### src/hdl/jad_pkg.sv
// Shared constants, register codes and pipeline types of the joystick axis deadzone block.
`timescale 1ns / 1ps
package jad_pkg;

  localparam int SB       = 16;                 // sample width
  localparam int FS       = 2**(SB-1) - 1;      // full scale
  localparam int LEN_FRAC = 24 - SB;            // fraction bits of the vector length
  localparam int ONE_Q15  = 32768;
  localparam int SIZE_W   = 15;
  localparam int MODE_W   = 2;
  localparam int NAXIS    = 4;
  localparam int CFG_AW   = 3;
  localparam int CFG_DW   = 15;

  localparam int DATA_W = ((3*SB + 7) / 8) * 8;
  localparam int SQW    = 2*SB;
  localparam int VW     = 2*SB + 2*LEN_FRAC;    // radicand width
  localparam int LENW   = VW / 2;
  localparam int THR0W  = SIZE_W + SB - 1;
  localparam int THRW   = THR0W + LEN_FRAC;
  localparam int GW     = LENW + 15;
  localparam int DW     = LENW + 16;
  localparam int NUMW   = SB + GW;
  localparam int NW     = NUMW + 2;
  localparam int RT_N   = VW / 2;               // square root stages
  localparam int DV_N   = SB;                   // quotient stages

  typedef enum logic [MODE_W-1:0] {
    MODE_RAW   = 2'd0,
    MODE_INDEP = 2'd1,
    MODE_CIRC  = 2'd2
  } mode_t;

  localparam logic [CFG_AW-1:0] REG_MODE_AXIS0 = 3'd0;
  localparam logic [CFG_AW-1:0] REG_SIZE_AXIS0 = 3'd4;

  localparam logic [NAXIS-1:0][SIZE_W-1:0] SIZE_RESET = {15'd3932, 15'd3932, 15'd8847, 15'd7864};

  typedef struct packed {
    logic [MODE_W-1:0] mode;
    logic [SIZE_W-1:0] size;
  } axis_cfg_t;

  typedef struct packed {
    logic [MODE_W-1:0]       mode;
    logic [SIZE_W-1:0]       size;
    logic [2:0][SB-1:0]      c;
    logic [2:0][SB-1:0]      a;
    logic [THR0W-1:0]        thr0;
    logic [2:0]              kill;
    logic [2:0][SQW-1:0]     sq;
    logic [THRW-1:0]         thr;
    logic [VW-1:0]           rem;
    logic [VW-1:0]           res;
    logic                    zero;
    logic [GW-1:0]           gain;
    logic [DW-1:0]           den;
    logic [2:0][NW-1:0]      nrem;
    logic [NW-1:0]           dd;
    logic [2:0][SB-1:0]      q;
    logic [2:0]              ovf;
  } stage_t;

endpackage

### src/hdl/jad_cfg.sv
// Per-axis deadzone registers and the lookup of the selected axis.
`timescale 1ns / 1ps
module jad_cfg import jad_pkg::*; (
  input  logic              clk,
  input  logic              rst_n,
  input  logic              cfg_we,
  input  logic [CFG_AW-1:0] cfg_addr,
  input  logic [CFG_DW-1:0] cfg_wdata,
  input  logic [1:0]        axis,
  output axis_cfg_t         sel
);

  logic [NAXIS-1:0][MODE_W-1:0] mode_r;
  logic [NAXIS-1:0][SIZE_W-1:0] size_r;

  always_ff @(posedge clk) begin
    if (!rst_n) begin
      for (int i = 0; i < NAXIS; i++) begin
        mode_r[i] <= MODE_CIRC;
        size_r[i] <= SIZE_RESET[i];
      end
    end else if (cfg_we) begin
      for (int i = 0; i < NAXIS; i++) begin
        if (cfg_addr == REG_MODE_AXIS0 + CFG_AW'(i)) mode_r[i] <= cfg_wdata[MODE_W-1:0];
        if (cfg_addr == REG_SIZE_AXIS0 + CFG_AW'(i)) size_r[i] <= cfg_wdata[SIZE_W-1:0];
      end
    end
  end

  assign sel.mode = mode_r[axis];
  assign sel.size = size_r[axis];

endmodule

### config.mk
export PLATFORM = sky130hd
export DESIGN_NAME = jad_cfg
export DESIGN_NICKNAME = d
export VERILOG_FILES = /design/src/hdl/jad_pkg.sv /design/src/hdl/jad_cfg.sv
export SDC_FILE = /design/constraint.sdc
export NUM_CORES = 1
export LEC_CHECK = 0
export BUFFER_PORTS_ARGS = -buffer_cell sky130_fd_sc_hd__buf_4
export CAP_MARGIN = 20
export CORE_ASPECT_RATIO = 0.8
export CORE_MARGIN = 5
export CORE_UTILIZATION = 55
export CTS_BUF_LIST = sky130_fd_sc_hd__clkbuf_4
export CTS_CLUSTER_DIAMETER = 80
export DETAILED_ROUTE_END_ITERATION = 6
export GPL_TIMING_DRIVEN = 0
export MAX_ROUTING_LAYER = met4
export PLACE_DENSITY = 0.76
export SYNTH_ARGS = -nofsm -noshare
export SYNTH_HDL_FRONTEND = slang
export SYNTH_SLANG_ARGS = --single-unit
### constraint.sdc
create_clock -name clk -period 1.15 [get_ports clk]
set_input_delay 0 -clock clk [delete_from_list [all_inputs] [get_ports clk]]
set_output_delay 0 -clock clk [all_outputs]
set_load 0.01 [all_outputs]
* Yosys cells after proc, flatten, opt, wreduce, memory -nomap -nowiden
Index checks and enable logic that the tools add are counted.
** Storage, ports and cells
- Register bits after elaboration :: 68
- Input bits :: 23
- Output and inout port bits :: 17
- Logic and storage cells :: 29
** Operators by class
- $lt $le $gt $ge :: 1
- Equal/unequal tests :: 7
- Muxes and demuxes :: 4
- Reduce and logical (&&, ||, !) cells :: 9
** Operators with widths (count)
- $bmux 15 s2 :: 1
- $reduce_and 2->1 :: 8
- $mux 15 :: 1
- $eq 3x3->1 const B :: 4
- $eq 3x2->1 const B :: 2
- $bmux 2 s2 :: 1
- $eq 3x1->1 const B :: 1
- $logic_not 3->1 :: 1
- $lt 2x3->1 const B :: 1
- $mux 2 :: 1

* Logic depth before layout (Yosys ltp)
Gate-level depths: netlist (run 1).
- Depth in word-level cells :: 2
- Gate-level depth with buffers :: 5
- Mapped depth without buffers :: 2

* Worst setup path before layout (run 1)
No wires, ideal clock.
- Kind :: input port to flip-flop
- From :: input cfg_addr[1]
- To :: register size_r[19] in the netlist's numbering
- Setup time :: 0.072 ns
- Data arrival time :: 0.811 ns
- Data required time :: 1.078 ns
- Setup slack :: 0.267 ns
- Stages :: 5
- Buffers on the path :: 3
- Cell sequence :: buf_6 > and4b_1 > buf_6 > buf_6 > mux2i_1
** On the way
- Word-level cells in the longest chain between the ends :: 2
** RTL lines
- start: declaration :: RTL line jad_cfg.sv:7 : input logic [CFG_AW-1:0] cfg_addr,
- $eq 3x3->1 :: RTL line jad_cfg.sv:25 : if (cfg_addr == REG_SIZE_AXIS0 + CFG_AW'(i)) size_r[i] <= cfg_wdata[SIZE_W-1:0];
- $reduce_and 2->1 (no source line)
- end signal: indexed assignment :: RTL line jad_cfg.sv:20 : size_r[i] <= SIZE_RESET[i];
- end signal: indexed assignment :: RTL line jad_cfg.sv:25
- end: declaration :: RTL line jad_cfg.sv:14 : logic [NAXIS-1:0][SIZE_W-1:0] size_r;
No other way between the ends.
A chain may end at the register's enable or synchronous reset.

==> results of run 1 <==
==> stage by stage <==
| stage | std cells | util, % | setup WS, ns |
|---|---|---|---|
| final | 430 | 71.7 | -0.231 |
| after global routing | 430 | 71.7 | -0.290 |
| after CTS | 431 | 71.3 | -0.259 |
| after detailed placement | 392 | 63.9 | 0.0138 |
| after global placement | 392 | 63.9 | 0.0166 |
| after floorplan | 282 | - | 0.267 |
==> worst max path at each step <==
stage / start / to / depth (start not counted)
3_3_place_gp: axis[0] / sel[12] / 4
6_report: size_r[50]$_SDFFE_PN0P_ / sel[5] / 2
3_5_place_dp: axis[0] / sel[12] / 4
5_1_grt: size_r[54]$_SDFFE_PN1P_ / sel[9] / 2
4_1_cts: size_r[52]$_SDFFE_PN0P_ / sel[7] / 2
2_1_floorplan: cfg_addr[1] / size_r[19]$_SDFFE_PN0P_ / 5
==> cell usage in the layout (no fill, tap or decap) <==
cell type,count
and4b_1,2
and4bb_2,2
buf_12,1
buf_2,7
buf_4,24
buf_6,21
bufinv_16,1
clkbuf_1,5
clkbuf_4,10
clkinv_2,5
dfxtp_1,47
dfxtp_2,21
dlygate4sd3_1,19
dlymetal6s4s_1,1
mux2i_1,68
mux4_2,17
nand2_1,46
nand4_4,1
nand4b_1,1
nand4b_2,1
nand4bb_1,1
nor2b_1,49
nor4b_2,1
nor4bb_2,1
==> final cells by class <==
| class | instances | area [sq um] | area share [%] |
|---|---|---|---|
| Buffer | 23 | 164 | 4.11 |
| Clock buffer | 10 | 75.1 | 1.88 |
| Clock inverter | 6 | 55.1 | 1.38 |
| Multi-Input combinational cell | 190 | 1680 | 42.1 |
| Sequential cell | 68 | 1390 | 34.8 |
| Tap cell | 78 | 97.6 | 2.45 |
| Timing Repair Buffer | 55 | 529 | 13.3 |
==> worst max-delay path: cells and delay by family, from the launching register on <==
family / cells / cell delay [ns]
multiplexers: 1 / 0.49
flip-flops: 1 / 0.33
buffers and inverters: 1 / 0.14
==> timing repair <==
item                                    in CTS  in global routing
resized for setup                           32                 14
hold buffers                                20                  0
endpoints found under the hold margin       64                  0
buffers inserted                             3                  0
endpoints found under the setup margin      17                 29
==> flip-flops by register name (all words and copies together) (netlist names) <==
signal	flops
size_r	60
mode_r	8
==> logic make-up after synthesis <==
logic type    Yosys count
flops                  68
buf+inv                24
simple gates          105
mux                    85
==> layer usage <==
metal  vias up  track usage [%]  routed length, um  share of wire (%)
met3         6             8.03                590                7.4
met4         0             5.26                 55               0.69
met5         -                -                  0                  0
li1       1109                -                  -                  -
met2        77             36.2               3870                 49
met1      1144             30.3               3450                 43
==> power breakdown <==
group	internal (uW)	switching (uW)	leakage (uW)
combinational	340	296	0.00104
sequential	2410	25.8	0.000552
clock	669	846	0.0000797
==> flow_metrics.env, run 1 <==
export IMPL_synthTopCellsByArea="dfxtp_1 (42%), mux2i_1 (21%), mux4_2 (9.8%)"
export IMPL_drt_initial_drc_count=158
export IMPL_hold_viol=0
export IMPL_holdPathEnd="size_r[14]$_SDFFE_PN0P_"
export IMPL_grtUsageTotal_pct=23.6
export IMPL_worst_ir_drop_vdd_uv=757
export IMPL_ys_types=20
export IMPL_ioPinCount=40
export IMPL_synth_edf_count=0
export IMPL_gp_congestion=0.760
export IMPL_min_path_type="input port to register"
export IMPL_violations="setup timing"
export IMPL_yosysTopAreaCellShare_pct=42.4
export IMPL_rr_endpoint="size_r[47]$_SDFFE_PN1P_"
export IMPL_synth_top_family_by_area="multiplexers"
export IMPL_cts_buffers=9
export IMPL_dr_pass1_iters=4
export IMPL_routed_via_density=5.43
export IMPL_die_y_um=78.3
export IMPL_cts_tree="yes"
export IMPL_fin_area_sq_um=3980
export IMPL_syn_nets=305
export IMPL_reg2regPathDepth=3
export IMPL_avgSynthCellArea_sq_um=11.4
export IMPL_report_final_slew_viol_count=0
export IMPL_report_final_setup_viol=17
export IMPL_finalSetupTns_ns=-3.57
export IMPL_path_max_fanout=2
export IMPL_insertedDiodeCount=0
export IMPL_fin_hold_ws_ns=0.0511
export IMPL_clock_skew_ns=0
export IMPL_grt_pass1_vias=2439
export IMPL_die_area_sq_um=7470
export IMPL_hpwl_mm=5.09
export IMPL_ys_top_cells_by_count="dfxtp_1 (68), mux2i_1 (68), nor2b_1 (49)"
export IMPL_antenna_left=0
export IMPL_grt_max_degree=12
export IMPL_clkTransAtPathRegs_ns=0.10
export IMPL_htree_levels=3
export IMPL_clkSinkCount=68
export IMPL_finalCritPeriodShare_pct=120
export IMPL_routed_wl_mm=7.97
export IMPL_drc=0
export IMPL_period_minus_slack_ns=1.38
export IMPL_critPathLaunchType="register"
export IMPL_die_w_um=95.4
export IMPL_min_from="cfg_addr[1]"
export IMPL_synthCells=282
export IMPL_portBuffers=32
export IMPL_cellLeakagePower_uw=0.00167
export IMPL_nets=370
export IMPL_area_delta_synth_final_pct=24.1
export IMPL_start_util_pct=57.8
export IMPL_path_cells="mux4_2, buf_6"
export IMPL_critPathCaptureType="output port"
export IMPL_placed_area_sq_um=3550
export IMPL_critPathKind="register to output port"
export IMPL_max_clock_freq_mhz=724
export IMPL_synth_xor_area_share_pct=0
export IMPL_worstReg2RegStart="size_r[47]$_SDFFE_PN1P_"
export IMPL_rrSetupSlack_ns=0.34
export IMPL_p_total_uw=4590
export IMPL_cp_slowest_cell="mux4_2"
export IMPL_ys_warnings_count=0
export IMPL_critPathMaxStageDelay_ns=0.49
export IMPL_rsz0062_at_grt="true"
export IMPL_grt_pass1_wl_mm=12.7
export IMPL_worstPathArrival_ns=1.38
export IMPL_coreArea_sq_um=5560
export IMPL_rows=24
export IMPL_grt_ovfl_total=0
export IMPL_relSlewSlack_pct=59.8
export IMPL_nFillCells=410
export IMPL_synth_top_flop_cell="dfxtp_1"
export IMPL_synth_seq_cells=68
export IMPL_synthAdderAreaFrac_pct=0
export IMPL_antenna_found_initial=0
export IMPL_wl_per_cell_um=18.5
export IMPL_clock_latency_ns=0.41
export IMPL_synth_seq_area_share_pct=42.4
export IMPL_tightest_slew_ns=0.603
export IMPL_fin_ws_ns=-0.231
export IMPL_synth_mux_area_share_pct=33.5
export IMPL_p_per_area_nw_per_um2=1150
export IMPL_cts_max_path_buffers=2
export IMPL_root_buffer="clkbuf_4"
export IMPL_layout_drive_gt1_share_pct=32.1
export IMPL_synth_simple_area_share_pct=18.9
export IMPL_synth_compound_area_share_pct=0
export IMPL_synth_area_sq_um=3210
export IMPL_synth_top_area_cell="dfxtp_1"
export IMPL_num_vias=2336
export IMPL_async_reset_ff_share_pct=0
export IMPL_worstHoldPathCells=4
export IMPL_status="complete, but fails checks"
export IMPL_cap_violations=0
export IMPL_cp_required_ns=1.15
Note: power is estimated with default switching activity, not from simulation.
==> run 2, diff against run 1 <==
Settings changed: BUFFER_PORTS_ARGS -buffer_cell sky130_fd_sc_hd__buf_4 to not set, CORE_UTILIZATION 55 to 45, DONT_BUFFER_PORTS set to 1, PLACE_DENSITY 0.76 to not set.
Clock period 1.15 ns to 1.75 ns, I/O delays scaled along.
==> run 2 against run 1 <==
Effect of this change: the run now ends clean; sequential share of layout area grew 2.2 points; power is 32% lower; core utilization shrank 19 points; first-iteration DRC count shrank 66%; critical path type is now input port to register.
==> flow_metrics.env, run 2 (same netlist as run 1, synthesis figures left out) <==
export IMPL_report_final_slew_viol_count=0
export IMPL_antenna_left=0
export IMPL_p_switching_uw=728
export IMPL_grtUsageTotal_pct=18.6
export IMPL_min_path_type="input port to register"
export IMPL_layout_drive_gt1_share_pct=16.7
export IMPL_fin_hold_ws_ns=0.0698
export IMPL_p_per_area_nw_per_um2=845
export IMPL_cp_top_family="buffers and inverters"
export IMPL_fin_area_sq_um=3680
export IMPL_die_area_sq_um=8930
export IMPL_cts_tree="yes"
export IMPL_rows=27
export IMPL_die_w_um=104
export IMPL_post_route_util_pct=53.1
export IMPL_routed_wl_mm=7.75
export IMPL_tightest_slew_ns=0.642
export IMPL_cellLeakagePower_uw=0.00150
export IMPL_cts_resized=0
export IMPL_p_int_uw=2380
export IMPL_coreArea_sq_um=6930
export IMPL_hpwl_mm=5.18
export IMPL_wl_per_cell_um=19.2
export IMPL_antenna_found_initial=0
export IMPL_worst_ir_drop_vdd_uv=449
export IMPL_critPathMaxStageDelay_ns=0.55
export IMPL_hold_viol=0
export IMPL_num_vias=2136
export IMPL_clock_skew_ns=0
export IMPL_worstPathArrival_ns=1.63
export IMPL_portBuffers=0
export IMPL_seqPwrFrac_pct=51.5
export IMPL_insertedDiodeCount=0
export IMPL_stdcell_count=404
export IMPL_root_buffer="clkbuf_4"
export IMPL_nets=336
export IMPL_relSlewSlack_pct=57.2
export IMPL_grt_max_degree=11
export IMPL_cp_required_ns=2.06
export IMPL_crit_path_frequent_cell="dlygate4sd3_1"
export IMPL_status="complete, no violations"
export IMPL_routed_via_density=5.29
export IMPL_grt_pass1_vias=2223
export IMPL_die_y_um=85.6
export IMPL_period_minus_slack_ns=1.32
export IMPL_start_util_pct=46.4
export IMPL_gp_congestion=0.783
export IMPL_post_place_cells=369
export IMPL_drc=0
export IMPL_critPathKind="input port to register"
export IMPL_grt_ovfl_total=0
export IMPL_largest_register_ffs=60
export IMPL_htree_levels=3
export IMPL_max_clock_freq_mhz=758
export IMPL_dr_pass1_iters=4
export IMPL_rsz0062_at_grt="false"
export IMPL_area_delta_synth_final_pct=14.5
export IMPL_cap_violations=0
export IMPL_clkTransAtPathRegs_ns=0.11
export IMPL_multiInputGateArea_sq_um=1680
export IMPL_power_frac_clock_pct=37.8
export IMPL_worst_path_buf_inv=3
export IMPL_finalSetupTns_ns=0
export IMPL_ff_latch_area_sq_um=1360
export IMPL_switching_share_pct=23.4
export IMPL_path_cells="dlygate4sd3_1, buf_4, nand4_4, mux2i_1, dlygate4sd3_1"
export IMPL_cp_slowest_cell="dlygate4sd3_1"
export IMPL_placed_area_sq_um=3320
export IMPL_cts_buffers=9
export IMPL_path_max_fanout=10
export IMPL_largest_register="size_r"
export IMPL_drt_initial_drc_count=53
export IMPL_critPathLaunchType="input port"
export IMPL_reg_top3="size_r (60), mode_r (8)"
export IMPL_nFillCells=639
export IMPL_final_cell_mix="mux2i_1 (68), dfxtp_1 (68), nor2b_1 (49), nand2_1 (46), dlygate4sd3_1 (20)"
export IMPL_cts_max_path_buffers=2
export IMPL_clock_latency_ns=0.40
export IMPL_critPathCaptureType="register"
export IMPL_report_final_setup_viol=0
export IMPL_p_comb_share_pct=10.8
export IMPL_finalCritPeriodShare_pct=75.4
export IMPL_grt_pass1_wl_mm=12.3
export IMPL_ioPinCount=40
export IMPL_clkSinkCount=68
## run 2: what timing repair did
action,CTS,global route
setup buffers,0,0
hold endpoints to repair,68,0
hold buffers,20,0
## run 2: power by group through the flow
stage               sequential, uW  clock (uW)  combinational [uW]
floorplan                     1630           0                 229
global placement              1630           0                 294
detailed placement            1630           0                 296
CTS                           1600        1200                 337
global route                  1600        1270                 362
finish                        1600        1170                 335
## run 2: layout make-up
cell class	instances	share of cell area [%]
Multi-Input combinational cell	190	45.7
Sequential cell	68	37.0
Timing Repair Buffer	20	5.44
Buffer	24	4.59
Tap cell	87	2.96
Clock buffer	13	2.65
Clock inverter	2	1.63
## run 2: path summary, 6_finish.rpt
kind                                              start                 endpoint  slack, ns  cells past startpoint
worst min-delay path                              rst_n  size_r[49]$_SDFFE_PN1P_       0.07                      3
worst min register to register  size_r[44]$_SDFFE_PN0P_  size_r[44]$_SDFFE_PN0P_       0.46                      2
worst max-delay path                        cfg_addr[2]  size_r[46]$_SDFFE_PN0P_       0.43                      5
worst max register to register  size_r[46]$_SDFFE_PN0P_  size_r[46]$_SDFFE_PN0P_       0.62                      3
## run 2: metrics by stage
stage / setup WS (ns) / power [uW]
2_1_floorplan: 0.867 / 1860
6_report: 0.430 / 3110
3_5_place_dp: 0.673 / 1930
3_3_place_gp: 0.705 / 1930
4_1_cts: 0.411 / 3130
5_1_grt: 0.372 / 3230
## run 2: layer usage
metal  vias to the layer above  GRT usage (%)  part of all wire (%)
met4                         0           3.53                  0.34
met5                         -              -                     0
met1                      1043           24.1                    49
met3                         2           6.47                   6.0
met2                        51           28.5                    45
li1                       1040              -                     -
## run 2: worst register-to-register path, delay by kind of cell, from the launching register on
family | cells | cell delay, ns
buffers and inverters | 1 | 0.56
DFF | 1 | 0.35
muxes | 1 | 0.12
and+or+nand+nor | 1 | 0.06
==> run 3, diff against run 2 <==
Clock period 1.75 ns to 1.2 ns, I/O delays scaled along.
==> run 3 against run 2 <==
Effect of this change: the flow now finishes with violations (setup timing); first-iteration DRC count is 51% higher; design area is 1.1% higher; cell count up 0.99%; hold slack worse by 0.040 ns; clock skew did not move; wire length grew 1.1%; sequential share of layout area up 0.085 points; critical endpoint is now sel[0].
==> flow_metrics.env, run 3 (same netlist as run 1, synthesis figures left out) <==
export IMPL_status="complete, but fails checks"
export IMPL_violations="setup timing"
export IMPL_path_max_fanout=2
export IMPL_grt_pass1_vias=2273
export IMPL_worstHoldPathCells=3
export IMPL_grtUsageTotal_pct=18.9
export IMPL_report_final_slew_viol_count=0
export IMPL_start_util_pct=46.4
export IMPL_p_per_area_nw_per_um2=1220
export IMPL_reg2regPathDepth=3
export IMPL_period_minus_slack_ns=1.27
export IMPL_nFillCells=647
export IMPL_holdPathEnd="size_r[0]$_SDFFE_PN0P_"
export IMPL_ff_latch_area_sq_um=1380
export IMPL_cap_violations=0
export IMPL_clkSinkCount=68
export IMPL_cp_top_family="multiplexers"
export IMPL_report_final_setup_viol=17
export IMPL_largest_register="size_r"
export IMPL_finalCritPeriodShare_pct=106
export IMPL_drc=0
export IMPL_cp_required_ns=1.20
export IMPL_power_frac_clock_pct=37.8
export IMPL_worstReg2RegStart="size_r[17]$_SDFFE_PN1P_"
export IMPL_wl_per_cell_um=19.2
export IMPL_die_y_um=85.6
export IMPL_critPathCaptureType="output port"
export IMPL_num_vias=2161
export IMPL_placed_area_sq_um=3320
export IMPL_critPathLaunchType="register"
export IMPL_final_cell_mix="mux2i_1 (68), dfxtp_1 (54), nor2b_1 (49), nand2_1 (46), dlygate4sd3_1 (21)"
export IMPL_path_cells="mux4_2"
export IMPL_antenna_left=0
export IMPL_clkTransAtPathRegs_ns=0.11
export IMPL_grt_ovfl_total=0
export IMPL_min_from="cfg_addr[0]"
export IMPL_die_w_um=104
export IMPL_grt_max_degree=11
export IMPL_place_worst_setup_slack_ns=0.123
export IMPL_cp_slowest_cell="mux4_2"
export IMPL_worst_path_buf_inv=0
export IMPL_grt_pass1_wl_mm=12.6
export IMPL_stdcell_count=408
export IMPL_dr_pass1_iters=4
export IMPL_worst_ir_drop_vdd_uv=655
export IMPL_switching_share_pct=23.5
export IMPL_seqPwrFrac_pct=51.4
export IMPL_htree_levels=3
export IMPL_layout_commonest_cell="mux2i_1"
export IMPL_rr_endpoint="size_r[17]$_SDFFE_PN1P_"
export IMPL_multiInputGateArea_sq_um=1670
export IMPL_p_switching_uw=1070
export IMPL_fin_ws_ns=-0.0672
export IMPL_drt_initial_drc_count=80
export IMPL_coreArea_sq_um=6930
export IMPL_ioPinCount=40
export IMPL_largest_register_ffs=60
export IMPL_post_route_util_pct=53.7
export IMPL_gp_congestion=0.783
export IMPL_area_delta_synth_final_pct=15.7
export IMPL_p_int_uw=3470
export IMPL_cts_buffers=9
export IMPL_min_path_type="input port to register"
export IMPL_hold_viol=0
export IMPL_relSlewSlack_pct=59.0
export IMPL_critPathMaxStageDelay_ns=0.51
export IMPL_cts_max_path_buffers=2
export IMPL_cellLeakagePower_uw=0.00149
export IMPL_portBuffers=0
export IMPL_routed_wl_mm=7.84
export IMPL_clock_skew_ns=0
export IMPL_p_total_uw=4540
export IMPL_rrSetupSlack_ns=0.44
export IMPL_tightest_slew_ns=0.615
export IMPL_max_clock_freq_mhz=789
export IMPL_p_comb_share_pct=10.9
export IMPL_routed_via_density=5.30
export IMPL_layout_drive_gt1_share_pct=22.7
export IMPL_root_buffer="clkbuf_4"
export IMPL_clock_latency_ns=0.40
export IMPL_nets=340
export IMPL_rows=27
export IMPL_rsz0062_at_grt="true"
export IMPL_fin_area_sq_um=3720
export IMPL_post_place_cells=369
export IMPL_reg_top3="size_r (60), mode_r (8)"
export IMPL_antenna_found_initial=0
export IMPL_die_area_sq_um=8930
export IMPL_insertedDiodeCount=0
export IMPL_critPathKind="register to output port"
export IMPL_worstPathArrival_ns=1.27
export IMPL_hpwl_mm=5.18
export IMPL_cts_tree="yes"
## run 3: power groups by stage
stage / Sequential [uW] / Combinational [uW] / Clock, uW
3_3_place_gp: 2380 / 429 / 0
6_report: 2330 / 495 / 1710
2_1_floorplan: 2370 / 334 / 0
3_5_place_dp: 2380 / 432 / 0
4_1_cts: 2330 / 497 / 1750
5_1_grt: 2340 / 536 / 1850
## run 3: what timing repair did
action | 4_1_cts | 5_1_grt
gates cloned | 0 | 0
buffers inserted | 2 | 1
hold buffers | 21 | 1
gates resized for setup | 8 | 9
setup endpoints to repair | 17 | 18
endpoints found under the hold margin | 68 | 1
## run 3: worst register-to-register path, stage by stage (launching register included)
cell and delay [ns]:
dfxtp_2 0.33, buf_4 0.12, nor2b_1 0.11, mux2i_1 0.08
## run 3: layout make-up
class,instances,share of cell area (%)
tap,87,2.93
clock buffer,13,2.63
buffer,24,4.55
timing repair buffer,24,6.26
clock inverter,2,1.62
multi-input combinational,190,44.9
sequential,68,37.1
## run 3: worst max-delay path by stage
stage	startpoint	slack (ns)	cells after the start	to
after floorplan	cfg_addr[1]	0.32	5	size_r[19]$_SDFFE_PN0P_
after CTS	size_r[45]$_SDFFE_PN0P_	-0.09	1	sel[0]
after global placement	axis[0]	0.16	3	sel[12]
after detailed placement	rst_n	0.12	4	size_r[20]$_SDFFE_PN0P_
after global routing	size_r[46]$_SDFFE_PN0P_	-0.12	1	sel[1]
final	size_r[45]$_SDFFE_PN0P_	-0.07	1	sel[0]
## run 3: per-stage QoR
| step | TNS (ns) | hold slack (ns) |
|---|---|---|
| after global placement | 0 | 0.145 |
| after floorplan | 0 | 0.142 |
| after detailed placement | 0 | 0.153 |
| after CTS | -1.24 | 0.00660 |
| final | -0.915 | 0.0300 |
| after global routing | -1.74 | 0.0299 |
## run 3: routing by layer
layer | vias up | wire (um) | GRT usage [%]
met5 | - | 0 | -
met3 | 11 | 355 | 6.62
met2 | 33 | 3450 | 28.5
li1 | 1043 | - | -
met4 | 0 | 87 | 3.88
met1 | 1074 | 3950 | 24.7
